--- config.mk ---
export PLATFORM = sky130hd
export DESIGN_NAME = sync_length_packet_deframer
export DESIGN_NICKNAME = d
export VERILOG_FILES = /design/src/design/sld_pkg.sv /design/src/design/sync_length_packet_deframer.sv /design/src/design/sld_in_stage.sv /design/src/design/sld_parse.sv /design/src/design/sld_out_stage.sv
export VERILOG_INCLUDE_DIRS = /design/src /design/src/design
export SDC_FILE = /design/constraint.sdc
export NUM_CORES = 1
export LEC_CHECK = 0
export BUFFER_PORTS_ARGS = -buffer_cell sky130_fd_sc_hd__buf_2
export CAP_MARGIN = 25
export CORE_MARGIN = 2
export CORE_UTILIZATION = 41
export CTS_CLUSTER_SIZE = 16
export DETAILED_ROUTE_END_ITERATION = 12
export GPL_TIMING_DRIVEN = 0
export MAX_ROUTING_LAYER = met4
export PLACE_DENSITY = 0.61
export REMOVE_ABC_BUFFERS = 1
export SYNTH_ARGS = -nofsm -noshare
export SYNTH_HDL_FRONTEND = slang
export SYNTH_SLANG_ARGS = --single-unit
export TNS_END_PERCENT = 100
--- constraint.sdc ---
create_clock -name aclk -period 5.73 [get_ports aclk]
set_clock_uncertainty 0.05 [all_clocks]
set_input_delay 0.2865 -clock aclk [delete_from_list [all_inputs] [get_ports aclk]]
set_output_delay 0.2865 -clock aclk [all_outputs]
set_load 0.01 [all_outputs]
--- src/design/sync_length_packet_deframer_assert.svh ---
// Assertion macros shared by sld_parse and sld_out_stage.
// Depends on nothing; each user must have aclk and aresetn in scope.
`ifndef SYNC_LENGTH_PACKET_DEFRAMER_ASSERT_SVH
`define SYNC_LENGTH_PACKET_DEFRAMER_ASSERT_SVH

// Same-cycle implication, checked out of reset.
`define SLD_ASSERT_NOW(lbl, ante, cons, msg) \
    lbl: assert property (@(posedge aclk) disable iff (!aresetn) (ante) |-> (cons)) \
        else $error(msg);

// Next-cycle implication, checked out of reset.
`define SLD_ASSERT_NEXT(lbl, ante, cons, msg) \
    lbl: assert property (@(posedge aclk) disable iff (!aresetn) (ante) |=> (cons)) \
        else $error(msg);

`endif

--- src/design/sld_pkg.sv ---
// Shared types and constants of the sync/length packet deframer.
// Depends on nothing.
package sld_pkg;

    // Sync pattern that opens every packet.
    localparam logic [7:0] SYNC_FIRST  = 8'h5A;
    localparam logic [7:0] SYNC_SECOND = 8'hA5;

    // Result kinds.
    localparam logic [1:0] KIND_BODY     = 2'd0;
    localparam logic [1:0] KIND_MISMATCH = 2'd1;
    localparam logic [1:0] KIND_ZERO_LEN = 2'd2;

    // One result item.
    typedef struct packed {
        logic [1:0] kind;
        logic [7:0] data;
        logic       last;
    } result_t;

endpackage

--- src/design/sync_length_packet_deframer.sv ---
// Channel  | Handshake            | Payload
// ---------+----------------------+------------------------------------
// input    | s_valid / s_ready    | s_byte_in[7:0]
// result   | m_valid / m_ready    | m_kind[1:0], m_data[7:0], m_last
// config   | cfg_valid / cfg_ready| cfg_data (1 = length big-endian)
//
// One byte is accepted per cycle while s_ready is high; each byte is held in the input register,
// passes through the parser, and its result, if any, is offered from the output register.
// Matching sync bytes and nonzero length bytes consume an item without giving a result.
// Synchronous active-low reset returns the parser to sync hunting, little-endian.
// A stalled result channel fills the output and skid entries; the next item then waits
// in the input register and s_ready stays low until the skid entry drains.
// Depends on sld_pkg, sld_in_stage, sld_parse and sld_out_stage.
module sync_length_packet_deframer
    import sld_pkg::*;
(
    input  logic       aclk,
    input  logic       aresetn,
    input  logic       s_valid,
    output logic       s_ready,
    input  logic [7:0] s_byte_in,
    output logic       m_valid,
    input  logic       m_ready,
    output logic [1:0] m_kind,
    output logic [7:0] m_data,
    output logic       m_last,
    input  logic       cfg_valid,
    output logic       cfg_ready,
    input  logic       cfg_data
);

    logic       big_endian_reg;
    logic       in_valid;
    logic [7:0] in_byte;
    logic       in_take;
    logic       out_ready;
    logic       res_valid;
    result_t    res;

    // Byte order register, written through its own channel.
    assign cfg_ready = 1'b1;

    always_ff @(posedge aclk) begin
        if (!aresetn) begin
            big_endian_reg <= 1'b0;
        end else if (cfg_valid && cfg_ready) begin
            big_endian_reg <= cfg_data;
        end
    end

    // Input register.
    sld_in_stage u_in (
        .aclk      (aclk),
        .aresetn   (aresetn),
        .s_valid   (s_valid),
        .s_ready   (s_ready),
        .s_byte_in (s_byte_in),
        .take_i    (in_take),
        .valid_o   (in_valid),
        .byte_o    (in_byte)
    );

    // Parser state machine.
    sld_parse u_parse (
        .aclk         (aclk),
        .aresetn      (aresetn),
        .big_endian_i (big_endian_reg),
        .in_valid_i   (in_valid),
        .in_byte_i    (in_byte),
        .in_take_o    (in_take),
        .out_ready_i  (out_ready),
        .res_valid_o  (res_valid),
        .res_o        (res)
    );

    // Result register with skid entry.
    sld_out_stage u_out (
        .aclk    (aclk),
        .aresetn (aresetn),
        .push_i  (res_valid),
        .res_i   (res),
        .ready_o (out_ready),
        .m_valid (m_valid),
        .m_ready (m_ready),
        .m_kind  (m_kind),
        .m_data  (m_data),
        .m_last  (m_last)
    );

endmodule

--- src/design/sld_in_stage.sv ---
// Input register of the deframer: holds one received byte for the parser.
// Depends on nothing outside this file.
module sld_in_stage (
    input  logic       aclk,
    input  logic       aresetn,
    input  logic       s_valid,
    output logic       s_ready,
    input  logic [7:0] s_byte_in,
    input  logic       take_i,
    output logic       valid_o,
    output logic [7:0] byte_o
);

    logic       valid_reg;
    logic       valid_next;
    logic [7:0] byte_reg;

    // A new item may enter when the register is empty or is being drained.
    assign s_ready    = !valid_reg || take_i;
    assign valid_next = (s_valid && s_ready) ? 1'b1 : (take_i ? 1'b0 : valid_reg);

    always_ff @(posedge aclk) begin
        if (!aresetn) begin
            valid_reg <= 1'b0;
        end else begin
            valid_reg <= valid_next;
        end
    end

    // The payload needs no reset.
    always_ff @(posedge aclk) begin
        if (s_valid && s_ready) begin
            byte_reg <= s_byte_in;
        end
    end

    assign valid_o = valid_reg;
    assign byte_o  = byte_reg;

endmodule

--- src/design/sld_parse.sv ---
// Deframing state machine: sync hunt, length assembly and body forwarding.
// Depends on sld_pkg and the assertion macro header.
`include "sync_length_packet_deframer_assert.svh"

module sld_parse
    import sld_pkg::*;
(
    input  logic       aclk,
    input  logic       aresetn,
    input  logic       big_endian_i,
    input  logic       in_valid_i,
    input  logic [7:0] in_byte_i,
    output logic       in_take_o,
    input  logic       out_ready_i,
    output logic       res_valid_o,
    output result_t    res_o
);

    localparam logic [1:0] PH_HUNT   = 2'd0;
    localparam logic [1:0] PH_SYNC2  = 2'd1;
    localparam logic [1:0] PH_LENGTH = 2'd2;
    localparam logic [1:0] PH_BODY   = 2'd3;

    logic [1:0]  phase_reg, phase_next;
    logic [1:0]  count_reg, count_next;
    logic [31:0] accum_reg, accum_next;
    logic [31:0] remain_reg, remain_next;
    logic [31:0] accum_upd;
    logic [31:0] remain_dec;
    logic        has_res;
    result_t     res;

    // An item is consumed whenever the output side has room for a result.
    assign in_take_o = in_valid_i && out_ready_i;

    // Length byte placed by the byte order in force when it arrives.
    always_comb begin
        if (big_endian_i) begin
            accum_upd = {accum_reg[23:0], in_byte_i};
        end else begin
            case (count_reg)
                2'd0:    accum_upd = accum_reg | {24'd0, in_byte_i};
                2'd1:    accum_upd = accum_reg | {16'd0, in_byte_i, 8'd0};
                2'd2:    accum_upd = accum_reg | {8'd0, in_byte_i, 16'd0};
                default: accum_upd = accum_reg | {in_byte_i, 24'd0};
            endcase
        end
    end

    assign remain_dec = remain_reg - 32'd1;

    // Next state and result for the item held in the input register.
    always_comb begin
        phase_next  = phase_reg;
        count_next  = count_reg;
        accum_next  = accum_reg;
        remain_next = remain_reg;
        has_res     = 1'b0;
        res.kind    = KIND_BODY;
        res.data    = 8'd0;
        res.last    = 1'b0;
        case (phase_reg)
            PH_HUNT: begin
                if (in_byte_i == SYNC_FIRST) begin
                    phase_next = PH_SYNC2;
                end else begin
                    has_res  = 1'b1;
                    res.kind = KIND_MISMATCH;
                end
            end
            PH_SYNC2: begin
                if (in_byte_i == SYNC_SECOND) begin
                    phase_next = PH_LENGTH;
                    count_next = 2'd0;
                    accum_next = 32'd0;
                end else begin
                    phase_next = PH_HUNT;
                    has_res    = 1'b1;
                    res.kind   = KIND_MISMATCH;
                end
            end
            PH_LENGTH: begin
                accum_next = accum_upd;
                count_next = count_reg + 2'd1;
                if (count_reg == 2'd3) begin
                    if (accum_upd == 32'd0) begin
                        phase_next = PH_HUNT;
                        has_res    = 1'b1;
                        res.kind   = KIND_ZERO_LEN;
                    end else begin
                        remain_next = accum_upd;
                        accum_next  = 32'd0;
                        phase_next  = PH_BODY;
                    end
                end
            end
            default: begin
                remain_next = remain_dec;
                has_res     = 1'b1;
                res.kind    = KIND_BODY;
                res.data    = in_byte_i;
                if (remain_dec == 32'd0) begin
                    phase_next = PH_HUNT;
                    res.last   = 1'b1;
                end
            end
        endcase
    end

    // State moves only when an item is consumed.
    always_ff @(posedge aclk) begin
        if (!aresetn) begin
            phase_reg  <= PH_HUNT;
            count_reg  <= 2'd0;
            accum_reg  <= 32'd0;
            remain_reg <= 32'd0;
        end else if (in_take_o) begin
            phase_reg  <= phase_next;
            count_reg  <= count_next;
            accum_reg  <= accum_next;
            remain_reg <= remain_next;
        end
    end

    assign res_valid_o = in_take_o && has_res;
    assign res_o       = res;

    // A packet body always has bytes still to come.
    `SLD_ASSERT_NOW(a_body_nonzero, phase_reg == PH_BODY, remain_reg != 32'd0, "body with zero count")
    // The final body byte returns the parser to hunting.
    `SLD_ASSERT_NEXT(a_last_to_hunt, res_valid_o && res_o.last, phase_reg == PH_HUNT, "no hunt after last")
    // Only body results carry data or a last marker.
    `SLD_ASSERT_NOW(a_status_clean, res_valid_o && res_o.kind != KIND_BODY, res_o.data == 8'd0 && !res_o.last, "status result carries data")

endmodule

--- src/design/sld_out_stage.sv ---
// Output register with a skid entry, so results never stall the parser early.
// Depends on sld_pkg and the assertion macro header.
`include "sync_length_packet_deframer_assert.svh"

module sld_out_stage
    import sld_pkg::*;
(
    input  logic       aclk,
    input  logic       aresetn,
    input  logic       push_i,
    input  result_t    res_i,
    output logic       ready_o,
    output logic       m_valid,
    input  logic       m_ready,
    output logic [1:0] m_kind,
    output logic [7:0] m_data,
    output logic       m_last
);

    logic    main_v_reg, main_v_next;
    logic    skid_v_reg, skid_v_next;
    result_t main_reg;
    result_t skid_reg;
    logic    take;

    assign take    = main_v_reg && m_ready;
    assign ready_o = !skid_v_reg;

    // Occupancy of the two entries.
    always_comb begin
        main_v_next = main_v_reg;
        skid_v_next = skid_v_reg;
        if (skid_v_reg) begin
            if (take) begin
                skid_v_next = 1'b0;
            end
        end else if (push_i) begin
            if (main_v_reg && !take) begin
                skid_v_next = 1'b1;
            end else begin
                main_v_next = 1'b1;
            end
        end else if (take) begin
            main_v_next = 1'b0;
        end
    end

    always_ff @(posedge aclk) begin
        if (!aresetn) begin
            main_v_reg <= 1'b0;
            skid_v_reg <= 1'b0;
        end else begin
            main_v_reg <= main_v_next;
            skid_v_reg <= skid_v_next;
        end
    end

    // Payload moves: skid drains into main, or a new item lands.
    always_ff @(posedge aclk) begin
        if (skid_v_reg) begin
            if (take) begin
                main_reg <= skid_reg;
            end
        end else if (push_i) begin
            if (main_v_reg && !take) begin
                skid_reg <= res_i;
            end else begin
                main_reg <= res_i;
            end
        end
    end

    assign m_valid = main_v_reg;
    assign m_kind  = main_reg.kind;
    assign m_data  = main_reg.data;
    assign m_last  = main_reg.last;

    // The skid entry is only used behind a held main entry.
    `SLD_ASSERT_NOW(a_skid_behind_main, skid_v_reg, main_v_reg, "skid entry without main entry")
    // Results arrive only when there is room.
    `SLD_ASSERT_NOW(a_push_room, push_i, ready_o, "result pushed while full")
    // A taken main entry is refilled from the skid entry.
    `SLD_ASSERT_NEXT(a_skid_drain, skid_v_reg && take, main_v_reg && !skid_v_reg, "skid not drained")

endmodule
==> Word level (Yosys, flattened, before mapping) <==
Index checks and enable logic that the tools add are counted.
{ "totals": {"reg_bits": 102, "inputBits": 14, "out_inout_bits": 14, "elab_cells": 105} }
{ "classes": {"n_addsub": 2, "n_eq_ne": 14, "mux": 42, "bitwise_logic": 6, "reduce_logical": 26} }
{ "op_table": {"columns": ["op", "n"], "rows": [
  ["$mux W32", 6],
  ["$pmux W32 S2", 2],
  ["$pmux W32 S3", 1],
  ["$logic_not A32 Y1", 2],
  ["$mux W11", 4],
  ["$or A32 B16 Y32", 1],
  ["$or A32 B24 Y32", 1],
  ["$or A32 B32 Y32", 1],
  ["$or A32 B8 Y32", 1],
  ["$sub A32 B1 Y32 const B", 1],
  ["$mux W1", 16],
  ["$mux W2", 8],
  ["$pmux W2 S3", 2],
  ["$reduce_and A3 Y1", 4],
  ["$mux W9", 1],
  ["$eq A8 B7 Y1 const B", 1],
  ["$eq A8 B8 Y1 const B", 1],
  ["$ne A2 B1 Y1 const B", 4],
  ["$reduce_and A4 Y1", 2],
  ["$reduce_bool A2 Y1", 4],
  ["$eq A2 B2 Y1 const B", 3],
  ["$ne A2 B2 Y1 const B", 3],
  ["$logic_and A1 B1 Y1", 5],
  ["$eq A2 B1 Y1 const B", 2],
  ["other kinds (10)", 14]
]} }

==> Longest topological paths before layout <==
{ "depth": {"depth_word": 10, "depth_mapped": 13, "ltp_nobuf": 10} }

==> Modules after synthesis <==
Synthesis repeated with hierarchy kept, for this count alone.
{ "unflattened": {"cells_unflattened": 647, "area_unflattened_um2": 5808.1} }
{ "by_module_without_submodules": {"columns": ["module", "n_inst", "cells_per_inst", "area_per_inst_um2", "seq_area_each_um2"], "rows": [
  ["sld_parse", 1, 580, 4508.1, 1361.3],
  ["sld_out_stage", 1, 49, 954.7, 700.7],
  ["sld_in_stage", 1, 13, 297.8, 260.2],
  ["sync_length_packet_deframer", 1, 5, 47.5, 20.0]
]} }

==> Least setup slack after synthesis <==
Ideal clock, no wire load.
{ "synth_timing": {"path_kind": "flip-flop to flip-flop", "from": "reg u_parse.count_reg[0]", "to": "reg u_out.skid_reg[0] in the netlist's numbering, enable pin", "setup_ps": 396, "t_arrival_ps": 3682, "required_time_ps": 5284, "path_slack_ps": 1602, "path_stages_with_launch": 12, "path_buffers": 1, "synth_period_minus_slack_ps": 4128, "cell_sequence": "dfxtp_1 > inv_1 > ha_1 > or4_4 > nand2_2 > o2111ai_1 > or4_1 > or3_1 > buf_6 > o211ai_1 > nand2_1 > nor3b_1"} }
{ "synth_via": {"elab_chain_cells": 9, "word_cells_on_any_way": 12, "classes_between": "3 x eq/ne; 5 x mux; 4 x reduce/logical"} }
{ "synth_rtl": {"columns": ["element", "line", "text"], "rows": [
  ["start, declared", "sld_parse.sv:25", "logic [1:0] count_reg, count_next;"],
  ["start signal, assigned", "sld_parse.sv:119", "count_reg <= count_next;"],
  ["$eq A2 B2 Y1, or another cell as far along", "sld_parse.sv:41", "case (count_reg)"],
  ["$pmux W32 S3", "sld_parse.sv:41", null],
  ["$mux W32", "sld_parse.sv:38", "if (big_endian_i) begin"],
  ["$logic_not A32 Y1", "sld_parse.sv:86", "if (accum_upd == 32'd0) begin"],
  ["$mux W1", "sld_parse.sv:86", null],
  ["$mux W1 (*)", "sld_parse.sv:85", "if (count_reg == 2'd3) begin"],
  ["$pmux W1 S3 (*)", "sld_parse.sv:62", "case (phase_reg)"],
  ["$logic_and A1 B1 Y1 (*)", "sld_parse.sv:125", "assign res_valid_o = in_take_o && has_res;"],
  ["$reduce_and A3 Y1 (no source line) (*)", null, null],
  ["end signal, assigned", "sld_out_stage.sv:66", "skid_reg <= res_i;"],
  ["end, declared", "sld_out_stage.sv:23", "result_t skid_reg;"]
]} }
Every way passes the cells marked *; elsewhere a longest branch is shown, timed or not.
A chain may end at the register's enable or synchronous reset.

==> Worst setup path in the final report <==
{ "layout_timing": {"from": "reg u_parse.count_reg[0]", "to": "reg u_out.main_reg, in the netlist u_out.m_data[7], enable pin"} }
{ "layout_via": {"elab_chain_cells": 10, "word_cells_on_any_way": 13, "classes_between": "3 x eq/ne; 5 x mux; 5 x reduce/logical"} }
{ "layout_rtl": {"columns": ["element", "line", "text"], "rows": [
  ["$eq A2 B2 Y1, or another cell as far along", "sld_parse.sv:41", null],
  ["$pmux W32 S3", "sld_parse.sv:41", null],
  ["$mux W32", "sld_parse.sv:38", null],
  ["$logic_not A32 Y1", "sld_parse.sv:86", null],
  ["$mux W1", "sld_parse.sv:86", null],
  ["$mux W1 (*)", "sld_parse.sv:85", null],
  ["$pmux W1 S3 (*)", "sld_parse.sv:62", null],
  ["$logic_and A1 B1 Y1 (*)", "sld_parse.sv:125", null],
  ["$reduce_bool A2 Y1 (no source line) (*)", null, null],
  ["$reduce_and A3 Y1 (no source line) (*)", null, null],
  ["end signal, assigned", "sld_out_stage.sv:62", "main_reg <= skid_reg;"],
  ["end signal, assigned", "sld_out_stage.sv:68", "main_reg <= res_i;"],
  ["end, declared", "sld_out_stage.sv:22", "result_t main_reg;"]
]} }
Marked as above.

==> impl_metrics.ini <==
[run_status]
status = completed

[critical_path]
r2r_start = u_parse.count_reg[0]$_SDFFE_PN0P_
path_max_fanout = 21
startpoint_type = register
crit_buf_inv = 0
arrival_ns = 4.85
cpMaxStageDelayCell = a22oi_1
crit_top_cell = a22oi_1
crit_family = simple AND/OR/NAND/NOR gates
worstPathRequired_ns = 5.67
r2r_slack_ns = 0.81
cp_cell_sequence = ha_1 > nor4_1 > nor2_1 > a22oi_1 > nand4_1 > or3_1 > o211ai_1 > nand2_1 > a22oi_1
cp_slowest_stage_delay_ns = 0.85
crit_start = u_parse.count_reg[0]$_SDFFE_PN0P_
cp-end-kind = register
setup.worst_path.class = reg -> reg

[cts]
cts.clk_slew.worst_paths_ns = 0.08
clock_tree.root_cell = clkbuf_16
h-tree-depth = 3
cts_buffers = 9
clk_latency_ns = 0.37
postCtsHoldBufs = 0
cts_buffer_depth = 2
cts_resized = 0
postCtsSetupRepairBufs = 0
cts_tree = done
cts_sinks = 102

[place]
place_area_sq_um = 5950
place_ws_ns = 0.861
dpl.hpwl_microns = 11600
portBuffers = 26
place_congestion = 0.925

[synthesis]
yosysUniqueCellTypes = 74
post_synth_fa_ha_maj_area_fraction_pct = 1.76
synth-xor-area-share_pct = 1.38
ys_ff_latch = 102
synthMuxAreaShare_pct = 3.16
postSynthCellCount = 670
ys_warn_count = 0
syn-cell-area_sq_um = 5690
synthFlopType = dfxtp_1
yosys.area_share.simple_pct = 22.2
synth-edff-count = 30
synth-compound-area-share_pct = 25.1
syn_avg_cell_area_sq_um = 8.50
synthArstFlopShare_pct = 0
synth_area_leader_cell = dfxtp_1
synth_top_family_by_area = compound AO/OA/AOI/OAI gates
seq_area_frac_synth_pct = 41.1
synth_top_area_share_pct = 25.3
synth_area_leaders = dfxtp_1 (25%), edfxtp_1 (16%), nand2_1 (4.8%), a21oi_1 (4.7%), o21ai_0 (4.4%)

[sta]
setup_tns_ns = 0
rsz0062_at_grt = false
finalHoldViolations = 0
fin_ws_ns = 0.814
setup_viol = 0
whs_ns = 0.0406
worst_slew_pin_slew_ns = 1.07
max_freq_mhz = 203
fin_crit_ns = 4.92
relSlewSlack_pct = 28.6
fin_crit_sh_pct = 85.8
slew_violations = 0

[flow_run]
cap_violations = 0

[worst_hold_path]
hold_start = s_byte_in[3]
hp-class = in -> reg

[drt]
drtIter0Drc = 450
wl_per_cell_microns = 19.5
wl_microns = 16500
post-route-drc-count = 0
ant_nets = 0
vias = 5214
vias_per_cell = 6.16
first_pass_iters = 5

[cells_and_area]
fillCellCount = 1396
area_growth_pct = 10.7
drive_above_1_share_pct = 10.3
nets = 684
design_area_sq_um = 6300
antenna_cells = 0

[floorplanning]
die_w_microns = 122
rows = 43
die_h_microns = 122
dieArea_sq_um = 14800
io_pins = 28
core_area_sq_um = 13700
initial_core_util_pct = 41.5

[global_routing]
grt_overflow = 0
grt_first_pass_wirelength_microns = 26500
grt_max_degree = 44
grtUsageTotal_pct = 23.9
antenna_found_initial = 0
grt_pass1_vias = 4977

[power_and_ir_drop]
vdd_ir_drop_max_mv = 0.122
leakagePower_nw = 2.38
p_per_area_nw_per_um2 = 238
## area by class of cell
cell class              count  area [sq um]  share of cell area (%)
clock buffers               9           225                    3.57
clock inverters             7          97.6                    1.55
inverters                  15          56.3                   0.893
multi-input cells         501          3080                    48.8
flip-flops and latches    102          2340                    37.2
well taps                 180           225                    3.57
repair buffers             33           279                    4.43
## cell usage after synthesis, drive strengths merged, types with 14 or more instances
| cell type | count |
|---|---|
| nand2 | 74 |
| o21ai | 56 |
| clkbuf | 40 |
| inv | 14 |
| nand3 | 24 |
| dfxtp | 72 |
| edfxtp | 30 |
| a22o | 28 |
| or4 | 15 |
| a21oi | 55 |
| nor2 | 51 |
| nor3 | 21 |
## cell families after synthesis
family,after synthesis
multiplexers,17
XOR/XNOR,9
AND/OR/NAND/NOR,250
other,1
buffers and inverters,67
flip-flops,102
adder cells (fa/ha/maj),8
AO/OA/AOI/OAI,216
## per-layer routing
layer  global-route usage, %  up-vias  wire, microns
met5                       -        -              0
li1                        -     2491              -
met4                    9.41        0            419
met2                    37.7      176           7800
met3                    4.96       32            905
met1                    30.2     2515           7370
## worst register-to-register path, stage by stage, from the launching register on
cell	delay, ns
dfxtp_1	0.38
ha_1	0.50
nor4_1	0.79
nor2_1	0.25
a22oi_1	0.44
nand4_1	0.18
or3_1	0.63
o211ai_1	0.32
nand2_1	0.15
a22oi_1	0.85
## metrics by stage
| stage | cells | total power, mW | util (%) |
|---|---|---|---|
| 4_1_cts | 846 | 1.50 | 45.7 |
| 3_3_place_gp | 824 | 0.834 | 42.4 |
| 3_5_place_dp | 830 | 0.841 | 43.4 |
| 5_1_grt | 847 | 1.55 | 45.9 |
| 2_1_floorplan | 618 | 0.806 | - |
| 6_report | 847 | 1.50 | 45.9 |
## path summary, 6_finish.rpt
check,end,cells after the start
worst max register to register,u_out.m_data[7]$_DFFE_PP_,9
worst min-delay path,u_in.byte_o[3]$_DFFE_PP_,1
worst min register to register,u_parse.accum_reg[0]$_SDFFE_PN0P_,2
worst max-delay path,u_out.m_data[7]$_DFFE_PP_,9
## power by group
group          internal, mW  leakage, nW  switching (mW)  total [mW]
clock                 0.354        0.159           0.316       0.670
sequential            0.750        0.844          0.0173       0.768
combinational        0.0221         1.38          0.0369      0.0589
## cell usage in the layout, fill, tap and decap left out, types with 13 or more instances in the layout
master,Yosys,final
a21oi_1,54,54
a22o_1,28,28
buf_2,4,26
dfxtp_1,72,72
edfxtp_1,30,30
inv_1,13,13
nand2_1,73,73
nand3_1,24,24
nor2_1,51,50
nor3_1,21,21
o21ai_0,50,50
or4_1,14,14
Note: power is estimated with default switching activity, not from simulation.
